[src/rtl/ggpm_pkg.sv]
// ggpm_pkg: shared types and constants for the gated greedy point matcher
// word layouts, action codes, control state codes and cell control group
// no dependencies
`default_nettype none

package ggpm_pkg;

  localparam int FIELD_W   = 16;
  localparam int IDX_OUT_W = 8;
  localparam int GATE_W    = 33;

  localparam logic [GATE_W-1:0] GATE_RESET = 33'd65536;

  localparam logic [1:0] ACT_CLEAR = 2'd0;
  localparam logic [1:0] ACT_LOAD  = 2'd1;
  localparam logic [1:0] ACT_MATCH = 2'd2;

  // last drain count value, while the distance unit empties after the last probe
  localparam logic [1:0] DRAIN_LAST = 2'd2;

  typedef enum logic [1:0] {
    ST_IDLE,
    ST_SCAN,
    ST_DRAIN,
    ST_FINISH
  } state_t;

  typedef struct packed {
    logic [1:0]         action;
    logic [FIELD_W-1:0] point_x;
    logic [FIELD_W-1:0] point_y;
    logic               last_point;
  } in_word_t;

  typedef struct packed {
    logic                 found;
    logic [IDX_OUT_W-1:0] corner_index;
    logic [FIELD_W-1:0]   match_x;
    logic [FIELD_W-1:0]   match_y;
    logic                 run_done;
    logic                 all_matched;
  } out_word_t;

  typedef struct packed {
    logic shift;
    logic clear_used;
  } cell_ctrl_t;

endpackage

`default_nettype wire

[src/rtl/ggpm_cell.sv]
// ggpm_cell: one corner slot of the rotating store ring
// holds x, y and the used mark, takes its neighbor's contents on a shift
// depends on ggpm_pkg
`default_nettype none

module ggpm_cell
  import ggpm_pkg::*;
#(
  parameter int COORD_BITS = 16
) (
  input  wire logic                  clk,
  input  wire logic                  rst,
  input  wire cell_ctrl_t            ctrl,
  input  wire logic                  load_en,
  input  wire logic                  mark_en,
  input  wire logic [COORD_BITS-1:0] load_x,
  input  wire logic [COORD_BITS-1:0] load_y,
  input  wire logic [COORD_BITS-1:0] nbr_x,
  input  wire logic [COORD_BITS-1:0] nbr_y,
  input  wire logic                  nbr_used,
  output logic      [COORD_BITS-1:0] x,
  output logic      [COORD_BITS-1:0] y,
  output logic                       used
);

  always_ff @(posedge clk) begin
    if (ctrl.shift) begin
      x <= nbr_x;
      y <= nbr_y;
    end else if (load_en) begin
      x <= load_x;
      y <= load_y;
    end
  end

  always_ff @(posedge clk) begin
    if (rst) begin
      used <= 1'b0;
    end else if (ctrl.clear_used) begin
      used <= 1'b0;
    end else if (ctrl.shift) begin
      used <= nbr_used;
    end else if (mark_en) begin
      used <= 1'b1;
    end
  end

endmodule

`default_nettype wire

[config.mk]
export PLATFORM = sky130hd
export DESIGN_NAME = ggpm_cell
export DESIGN_NICKNAME = d
export VERILOG_FILES = /design/src/rtl/ggpm_pkg.sv /design/src/rtl/ggpm_cell.sv
export SDC_FILE = /design/constraint.sdc
export NUM_CORES = 1
export LEC_CHECK = 0
export BUFFER_PORTS_ARGS = -buffer_cell sky130_fd_sc_hd__buf_2
export CAP_MARGIN = 20
export CORE_AREA = 2 2 64 78
export DETAILED_ROUTE_END_ITERATION = 8
export DIE_AREA = 0 0 66 80
export GPL_TIMING_DRIVEN = 0
export PLACE_DENSITY = 0.69
export SYNTH_ARGS = -nofsm -noshare
export SYNTH_HDL_FRONTEND = slang
export SYNTH_SLANG_ARGS = --single-unit
[constraint.sdc]
create_clock -name clk -period 1.6 [get_ports clk]
set_clock_uncertainty 0.1 [all_clocks]
set_input_delay 0 -clock clk [delete_from_list [all_inputs] [get_ports clk]]
set_output_delay 0 -clock clk [all_outputs]
set_load 0.03 [all_outputs]
==> flow_summary.json <==
{
  "synth_cells": 73,
  "power_per_cell_area_mw_per_mm2": 851.2,
  "power.switching_fraction": 0.2648,
  "max-clock-path-buffers": 2,
  "synth_nets": 144,
  "worst_skew_pair.late_latency_ns": 0.28,
  "synthTopCellsByCount": "32 x sky130_fd_sc_hd__edfxtp_1, 29 x sky130_fd_sc_hd__mux2_4, 4 x sky130_fd_sc_hd__buf_6",
  "outcome": "finished clean",
  "cap_violations": 0,
  "filler_cell_count": 345,
  "synth_warn": 0,
  "crit_buf_inv": 3,
  "cts_tree": "built",
  "crit_family": "buffers and inverters",
  "row_count": 27,
  "post_cts_resize_count": 0,
  "place_ws_ns": 0.1563,
  "final_hold_violation_count": 0,
  "timing.reg2reg.setup_slack_ns": 0.16,
  "nNetsFinal": 319,
  "setup-violations-final": 0,
  "synthesis.area_mm2": 0.001525,
  "ys_types": 9,
  "average_wire_per_standard_cell_um": 12.56,
  "synth.most_common_cell": "sky130_fd_sc_hd__edfxtp_1",
  "post_synth_xor_area_fraction": 0,
  "rsz0062_at_grt": "false",
  "first_iter_violations": 35,
  "area_growth_pct": 88.19,
  "grt_antenna_before_repair": 0,
  "path_depth": 4,
  "worst_hold_path_type": "in2reg",
  "synth_enable_flop_cells": 32,
  "critPathLaunchType": "input port",
  "synth_top_cells_by_area": "sky130_fd_sc_hd__edfxtp_1 63%, sky130_fd_sc_hd__mux2_4 29%, sky130_fd_sc_hd__buf_6 3.0%",
  "hold_buffers": 66,
  "grt_first_pass_wirelength_mm": 5.934,
  "slew_headroom": 0.4818,
  "ctsHtreeMaxLevel": 2,
  "wl_mm": 3.855,
  "starting_density": 0.3369,
  "grt_start_max_net_pins": 33,
  "worstHoldPathCells": 3,
  "seqPwrFrac": 0.441,
  "cp_cell_sequence": "dlygate4sd3_1, buf_2, mux2_4, dlygate4sd3_1",
  "synth_compound_gate_area_share": 0.009844,
  "stdcell_count": 307,
  "vdd_ir_drop_max_uv": 456.3,
  "dominantRegCellSynth": "sky130_fd_sc_hd__edfxtp_1",
  "design.die.area_mm2": 0.005280,
  "syn-mean-instance-area_um2": 20.89,
  "power.internal_w": 0.001796,
  "path_class": "in2reg",
  "achievable-frequency_mhz": 647.8,
  "finalWeightedCongestion": 0.6493,
  "finalCriticalPeriod_ns": 1.544,
  "count_of_final_max_slew_check_failures": 0,
  "power_frac_clock": 0.280,
  "critical_path.most_common_cell": "sky130_fd_sc_hd__dlygate4sd3_1",
  "static-leakage-power_nw": 1.353,
  "number_of_vias_after_detailed_routing": 1322,
  "finalCritPeriodShare": 0.9649,
  "synth_top_area_cell": "sky130_fd_sc_hd__edfxtp_1",
  "power.share.combinational": 0.279,
  "io_buffer_count": 102,
  "longest_individual_stage_delay_on_the_worst_path_ns": 0.56,
  "die_w_um": 66,
  "post_cts_setup_buffer_count": 0,
  "synth_top_family_by_area": "multiplexers",
  "antenna_left": 0,
  "first_global_vias": 1402,
  "grt_use_total": 0.1532,
  "cts_root_buf": "sky130_fd_sc_hd__clkbuf_8",
  "async_set_or_reset_register_ratio_after_synthesis": 0,
  "setup_slack_ns": 0.05624,
  "vias_per_cell": 4.306,
  "cts.sink_count": 33,
  "die_height_um": 80,
  "seq_area_frac_synth": 0.6432,
  "synth-simple-area-share": 0.007383,
  "design.core.area_mm2": 0.004527,
  "num_io_pins": 104,
  "design_power_total_w": 0.002443,
  "post-route-util": 0.6341,
  "worst_pin_slew_ns": 0.7773,
  "slowest_stage": "sky130_fd_sc_hd__dlygate4sd3_1",
  "data_required_time_at_the_worst_endpoint_ns": 1.53,
  "worstSetupEndpointType": "flop",
  "drive_gt1_frac": 0.5944,
  "worstRegToRegCells": 3,
  "synth.mux.area_fraction": 0.3076,
  "crit_arrival_ns": 1.47,
  "drt_pre_antenna_iters": 3,
  "path_max_fanout": 1,
  "synth-adder-area-share": 0,
  "clk_transition_reported_paths_ns": 0.07,
  "antenna_cells_inserted": 0,
  "finalSetupTns_ns": 0,
  "grt_ovf": 0,
  "place.detailed.instances": 233,
  "synth_top_area_frac": 0.6300,
  "power.net_switching_w": 0.0006471,
  "numCtsBuffers": 5,
  "synth_seq_cells": 33,
  "drcViolationCount": 0
}
-- cell usage in the layout, fill, tap and decap left out --
master and instances:
sky130_fd_sc_hd__a2111oi_2 1, sky130_fd_sc_hd__buf_2 102, sky130_fd_sc_hd__buf_6 4, sky130_fd_sc_hd__clkbuf_8 7, sky130_fd_sc_hd__clkinv_2 1, sky130_fd_sc_hd__dfxtp_1 1
sky130_fd_sc_hd__dlygate4sd3_1 66, sky130_fd_sc_hd__edfxtp_1 32, sky130_fd_sc_hd__inv_1 1, sky130_fd_sc_hd__mux2_2 3, sky130_fd_sc_hd__mux2_4 29, sky130_fd_sc_hd__nor3_1 1
sky130_fd_sc_hd__or2_2 1
-- cells by family after synthesis --
group / after synthesis
buffers and inverters: 5
and+or+nand+nor: 2
AOI/OAI and AO/OA: 1
DFF: 33
muxes: 32
-- metal layers --
metal / global-route usage / vias to the layer above / wire length (µm)
li1: - / 632 / -
met1: 0.1421 / 616 / 1394
met2: 0.2899 / 64 / 2088
met3: 0.05501 / 10 / 279
met4: 0.07143 / 0 / 92
met5: 0 / - / 0
-- power groups by stage --
stage                     clock network (W)  registers [W]  logic [W]
final                              0.000685        0.00108   0.000682
after global routing               0.000749        0.00108   0.000721
after CTS                          0.000706        0.00108   0.000679
after detailed placement                  0        0.00109   0.000529
after global placement                    0        0.00109   0.000525
after floorplan                           0        0.00129   0.000144
-- cell type report --
class | count | area [µm²] | share of cell area
Buffer | 4 | 45.04 | 0.01569
Clock buffer | 7 | 96.34 | 0.03357
Clock inverter | 1 | 5.005 | 0.001744
Inverter | 1 | 3.754 | 0.001308
Multi-Input combinational cell | 35 | 495.5 | 0.1726
Sequential cell | 33 | 980.9 | 0.3418
Tap cell | 58 | 72.57 | 0.02528
Timing Repair Buffer | 168 | 1171 | 0.4080
-- through the flow --
step / cell area [µm²] / hold WS [ns]
6_report: 2870 / 0.3391
5_1_grt: 2870 / 0.3336
4_1_cts: 2870 / 0.3316
3_5_place_dp: 2108 / 0.07115
3_3_place_gp: 2108 / 0.06826
2_1_floorplan: 1525 / -0.03114
-- sequential cells by signal, summed over array words and instances (netlist names) --
register,cells
used,1
x,16
y,16
-- worst min-delay path: stages --
cell	delay, ns
sky130_fd_sc_hd__buf_2	0.09
sky130_fd_sc_hd__a2111oi_2	0.04
sky130_fd_sc_hd__dlygate4sd3_1	0.54
-- final timing paths --
path	from	endpoint
worst max register to register	used	used
worst min register to register	used	used
worst max-delay path	load_y[9]	y[9]
worst min-delay path	ctrl[0]	used
(Power assumes the default switching activity.)
