**src/rtl/ggpm_pkg.sv**
```systemverilog
// ggpm_pkg: shared types and constants for the gated greedy point matcher
// word layouts, action codes, control state codes and cell control group
// no dependencies
`default_nettype none

package ggpm_pkg;

  localparam int FIELD_W   = 16;
  localparam int IDX_OUT_W = 8;
  localparam int GATE_W    = 33;

  localparam logic [GATE_W-1:0] GATE_RESET = 33'd65536;

  localparam logic [1:0] ACT_CLEAR = 2'd0;
  localparam logic [1:0] ACT_LOAD  = 2'd1;
  localparam logic [1:0] ACT_MATCH = 2'd2;

  // last drain count value, while the distance unit empties after the last probe
  localparam logic [1:0] DRAIN_LAST = 2'd2;

  typedef enum logic [1:0] {
    ST_IDLE,
    ST_SCAN,
    ST_DRAIN,
    ST_FINISH
  } state_t;

  typedef struct packed {
    logic [1:0]         action;
    logic [FIELD_W-1:0] point_x;
    logic [FIELD_W-1:0] point_y;
    logic               last_point;
  } in_word_t;

  typedef struct packed {
    logic                 found;
    logic [IDX_OUT_W-1:0] corner_index;
    logic [FIELD_W-1:0]   match_x;
    logic [FIELD_W-1:0]   match_y;
    logic                 run_done;
    logic                 all_matched;
  } out_word_t;

  typedef struct packed {
    logic shift;
    logic clear_used;
  } cell_ctrl_t;

endpackage

`default_nettype wire

```
**src/rtl/ggpm_dist.sv**
```systemverilog
// ggpm_dist: pipelined squared distance unit with nearest candidate tracking
// stages: probe capture, absolute differences, squares, sum with gate and best compare
// depends on ggpm_pkg
`default_nettype none

module ggpm_dist
  import ggpm_pkg::*;
#(
  parameter int COORD_BITS = 16,
  parameter int IDX_W      = 8
) (
  input  wire logic                  clk,
  input  wire logic                  rst,
  input  wire logic                  start,
  input  wire logic                  probe_valid,
  input  wire logic [IDX_W-1:0]      probe_idx,
  input  wire logic [COORD_BITS-1:0] probe_x,
  input  wire logic [COORD_BITS-1:0] probe_y,
  input  wire logic [COORD_BITS-1:0] ref_x,
  input  wire logic [COORD_BITS-1:0] ref_y,
  input  wire logic [GATE_W-1:0]     gate,
  output logic                       best_hit,
  output logic      [IDX_W-1:0]      best_idx,
  output logic      [COORD_BITS-1:0] best_x,
  output logic      [COORD_BITS-1:0] best_y
);

  localparam int SQ_W   = 2 * COORD_BITS;
  localparam int DIST_W = SQ_W + 1;
  localparam int CMP_W  = (DIST_W > GATE_W) ? DIST_W : GATE_W;

  logic                  a_valid, b_valid, c_valid;
  logic [IDX_W-1:0]      a_idx, b_idx, c_idx;
  logic [COORD_BITS-1:0] a_x, a_y, b_x, b_y, c_x, c_y;
  logic [COORD_BITS-1:0] b_dx, b_dy;
  logic [SQ_W-1:0]       c_sqx, c_sqy;
  logic [DIST_W-1:0]     best_d;
  logic [DIST_W-1:0]     sum;
  logic                  take;

  always_comb begin
    sum  = DIST_W'(c_sqx) + DIST_W'(c_sqy);
    take = c_valid && (CMP_W'(sum) < CMP_W'(gate)) && (!best_hit || sum < best_d);
  end

  always_ff @(posedge clk) begin
    if (rst) begin
      a_valid  <= 1'b0;
      b_valid  <= 1'b0;
      c_valid  <= 1'b0;
      best_hit <= 1'b0;
    end else begin
      a_valid <= probe_valid;
      b_valid <= a_valid;
      c_valid <= b_valid;
      if (start) begin
        best_hit <= 1'b0;
      end else if (take) begin
        best_hit <= 1'b1;
      end
    end
  end

  always_ff @(posedge clk) begin
    a_idx <= probe_idx;
    a_x   <= probe_x;
    a_y   <= probe_y;
    b_idx <= a_idx;
    b_x   <= a_x;
    b_y   <= a_y;
    b_dx  <= (a_x >= ref_x) ? (a_x - ref_x) : (ref_x - a_x);
    b_dy  <= (a_y >= ref_y) ? (a_y - ref_y) : (ref_y - a_y);
    c_idx <= b_idx;
    c_x   <= b_x;
    c_y   <= b_y;
    c_sqx <= SQ_W'(b_dx) * SQ_W'(b_dx);
    c_sqy <= SQ_W'(b_dy) * SQ_W'(b_dy);
    if (take) begin
      best_d   <= sum;
      best_idx <= c_idx;
      best_x   <= c_x;
      best_y   <= c_y;
    end
  end

endmodule

`default_nettype wire

```
**config.mk**
```make
export PLATFORM = sky130hd
export DESIGN_NAME = ggpm_dist
export DESIGN_NICKNAME = d
export VERILOG_FILES = /design/src/rtl/ggpm_pkg.sv /design/src/rtl/ggpm_dist.sv
export SDC_FILE = /design/constraint.sdc
export NUM_CORES = 1
export LEC_CHECK = 0
export BUFFER_PORTS_ARGS = -buffer_cell sky130_fd_sc_hd__buf_2
export CORE_MARGIN = 1.5
export CORE_UTILIZATION = 57
export CTS_BUF_LIST = sky130_fd_sc_hd__clkbuf_8
export DETAILED_ROUTE_END_ITERATION = 10
export PLACE_DENSITY = 0.8
export SYNTH_ARGS = -nofsm -noshare
export SYNTH_HDL_FRONTEND = slang
export SYNTH_SLANG_ARGS = --single-unit
```
**constraint.sdc**
```tcl
create_clock -name clk -period 6.7 [get_ports clk]
set_clock_uncertainty 0.05 [all_clocks]
set_input_delay 0.335 -clock clk [delete_from_list [all_inputs] [get_ports clk]]
set_output_delay 0.335 -clock clk [all_outputs]
set_load 0.005 [all_outputs]
```
==> metrics.txt <==
post-synthesis mux area share=0.720%; number of synthesized register bits=291; Worst EP required=7.12 ns; first-pass GRT wire length=101 mm; Crit Path Max Fanout=12; nets=3810; Seq/Total Area, Yosys=24.4%; Synth Area in XOR/XNOR=4.10%; Layout area overhead=10.8%; Syn Nets=3603; initial drt markers=1187; Post-Syn Instances=2806; Worst-path clk slew=0.08 ns; vias per cell=5.37; Root Buffer=clkbuf_8; crit path cell chain=nand2_1 -> fa_1 -> inv_1 -> fa_1 -> inv_1 -> fa_1 -> inv_1 -> fa_1 -> fa_1 -> inv_1 -> fa_1 -> inv_1 -> ha_1 -> a21o_1 -> a21o_1 -> a21oi_1 -> o21ai_0 -> a41oi_2 -> o21bai_1 -> a211oi_1 -> o21ai_0 -> xor2_1; simple-gate portion of the synthesized area=9.57%; IO buf count=149; Final period util=95.6%; Final Max Tran Viols=0; DP HPWL=49.1 mm; share of cells above drive strength 1=9.08%; std cell rows=79; largest net degree at the start of global routing=27; vias in the first global route=21227; Synth Area in Compound Gates=9.97%; WL final=60.5 mm; Synth Cell Area=26900 um^2; Crit path largest cell delay=0.60 ns; Final Hold Viols=0; final setup vio count=0; Num CTS Buffers=46; pin slew with the least headroom to its limit=1.07 ns; RSZ-0062 raised after global routing=false; number of antenna violations at the first check in global routing=5; Routed Antenna Nets=0; run status=finished clean; critical path startpoint category=register; IO Pins=150; crit-path most repeated cell=fa_1; die area=48500 um^2; main combinational cell family by area after synthesis=adder cells; Critical Path AT=6.83 ns; total grt overflow=0; max-cap viol count=0; DRT Pass-1 Iters=5; Clock Latency Late Sink=0.62 ns; Initial Util=57.8%; die width=220 um; Slew HR=28.8%; fin crit period=6.41 ns; Die Ht=220 um; top_reg_cell synth=dfxtp_1; CTS max path bufs=3; buffer and inverter count on the worst path=5; Final Wtd Congestion=0.942; core area=46600 um^2; Distinct cells, synth=57; Hold Crit Class=in -> reg; overall routing resource usage=26.1%; Synth Warn #=0; TNS Setup=0 ns; family with the most delay on the worst path=adder cells; H-tree lvl count=2; Post-synth ARST share=0%; Avg WL per Cell=16.5 um; DRC viols=0; fmax=156 MHz; # clock sinks=291; CP Class=reg -> reg; Syn Area/Cell=9.59 um^2; EDFF count, synth=73; via count=19630; CP Capture Type=register; Post-Synth Adder-Cell Area=41.1%; slowest CP cell=dfxtp_1; CTS tree=done
## what timing repair did
action,4_1_cts,5_1_grt
setup buffers,0,0
hold buffers,43,0
resized for setup,0,9
endpoints found under the hold margin,44,0
setup endpoints to repair,0,7
## per-stage QoR
step | worst slack [ns] | instances | hold slack [ns] | instance area, um^2 | utilization [%]
6_report | 0.295 | 3658 | 0.121 | 29800 | 64.1
5_1_grt | 0.0522 | 3657 | 0.0948 | 29800 | 64.1
4_1_cts | 0.130 | 3657 | 0.0820 | 29800 | 64.1
3_5_place_dp | 0.144 | 3529 | 0.262 | 28500 | 61.1
3_3_place_gp | 0.365 | 3529 | 0.260 | 28500 | 61.1
2_1_floorplan | 0.627 | 2806 | 0.260 | 26900 | -
## worst min-delay path, stage by stage
cell	delay, ns
buf_2	0.11
inv_1	0.05
ha_1	0.15
inv_1	0.10
## layout by cell type, fill, tap and decap left out, types with 24 or more instances in the layout
cell type / netlist / routed
inv_1: 661 / 678
ha_1: 360 / 360
fa_1: 328 / 328
dfxtp_1: 218 / 211
nand2_1: 202 / 202
buf_2: 2 / 149
a21oi_1: 123 / 123
nor2_1: 91 / 91
and2_1: 87 / 87
a21o_1: 86 / 86
xnor2_1: 86 / 86
o21ai_0: 77 / 76
edfxtp_1: 73 / 73
clkbuf_8: 0 / 49
dlygate4sd3_1: 0 / 43
xor2_1: 40 / 40
nand3_1: 32 / 32
buf_4: 0 / 32
nor2b_1: 31 / 31
nand2b_1: 24 / 24
## sequential cells by signal, indices dropped and copies added (netlist names)
name	cells
best_hit	1
a_idx	8
c_sqy	31
c_x	16
a_x	16
b_idx	8
b_dy	16
c_y	16
a_valid	1
c_valid	1
b_valid	1
best_d	33
b_y	16
c_sqx	31
c_idx	8
best_y	16
best_idx	8
b_dx	16
b_x	16
a_y	16
best_x	16
## final cells by class
cell class / instances / area, um^2
multi-input combinational: 1787 / 17600
fill: 3666 / 16700
sequential: 291 / 6570
inverter: 661 / 2480
timing repair buffer: 226 / 1460
tap: 607 / 759
clock buffer: 49 / 674
clock inverter: 36 / 253
antenna: 1 / 2.50
## routing by layer
metal | GRT usage (%) | up-vias | share of wire (%)
li1 | - | 9294 | -
met1 | 32.6 | 9520 | 41
met2 | 45.4 | 659 | 49
met3 | 4.76 | 151 | 6.7
met4 | 9.12 | 6 | 3.4
met5 | 0 | - | 0.053
## synthesized netlist by cell type, drive strengths merged, types with 5 or more instances
cell type  number  share of area (%)
xor2           40                1.3
edfxtp         73                8.1
a21o           86                2.4
clkbuf         65               0.91
nor4            7               0.16
o21a           15               0.42
o21bai         16               0.45
inv           661                9.2
a31oi          19               0.46
fa            328                 24
or2            11               0.26
a21boi         14               0.39
nand2         202                2.8
ha            360                 17
or3             5               0.12
a211oi         15               0.44
a21oi         123                2.3
dfxtp         218                 16
and3            7               0.16
nand3          32               0.59
nand2b         24               0.56
nor2b          31               0.72
o211ai          8               0.22
mux2i          16               0.59
xnor2          86                2.8
nor3           13               0.24
nor2           91                1.3
o21ai          78                1.5
and2           87                2.0
nand4          19               0.44
## logic make-up (layout without fill, tap and decap cells)
logic type      Yosys count  in the layout
buf+inv                 728            972
fa+ha+maj               688            688
simple gates            536            536
compound gates          418            418
flops                   291            291
xor+xnor                126            126
mux                      19             19
other cells               0              1
## path summary, 6_finish.rpt
path                                      start           endpoint  slack, ns  cells after the start
worst max-delay path            b_dy[5]$_DFF_P_  c_sqy[29]$_DFF_P_       0.29                     22
worst max register to register  b_dy[5]$_DFF_P_  c_sqy[29]$_DFF_P_       0.29                     22
worst min register to register  b_y[12]$_DFF_P_    c_y[12]$_DFF_P_       0.27                      0
worst min-delay path                   ref_y[0]    b_dy[0]$_DFF_P_       0.12                      4
Power is not shown: default switching activity piles up to over one toggle a cycle in this logic, so the estimate is an artifact.
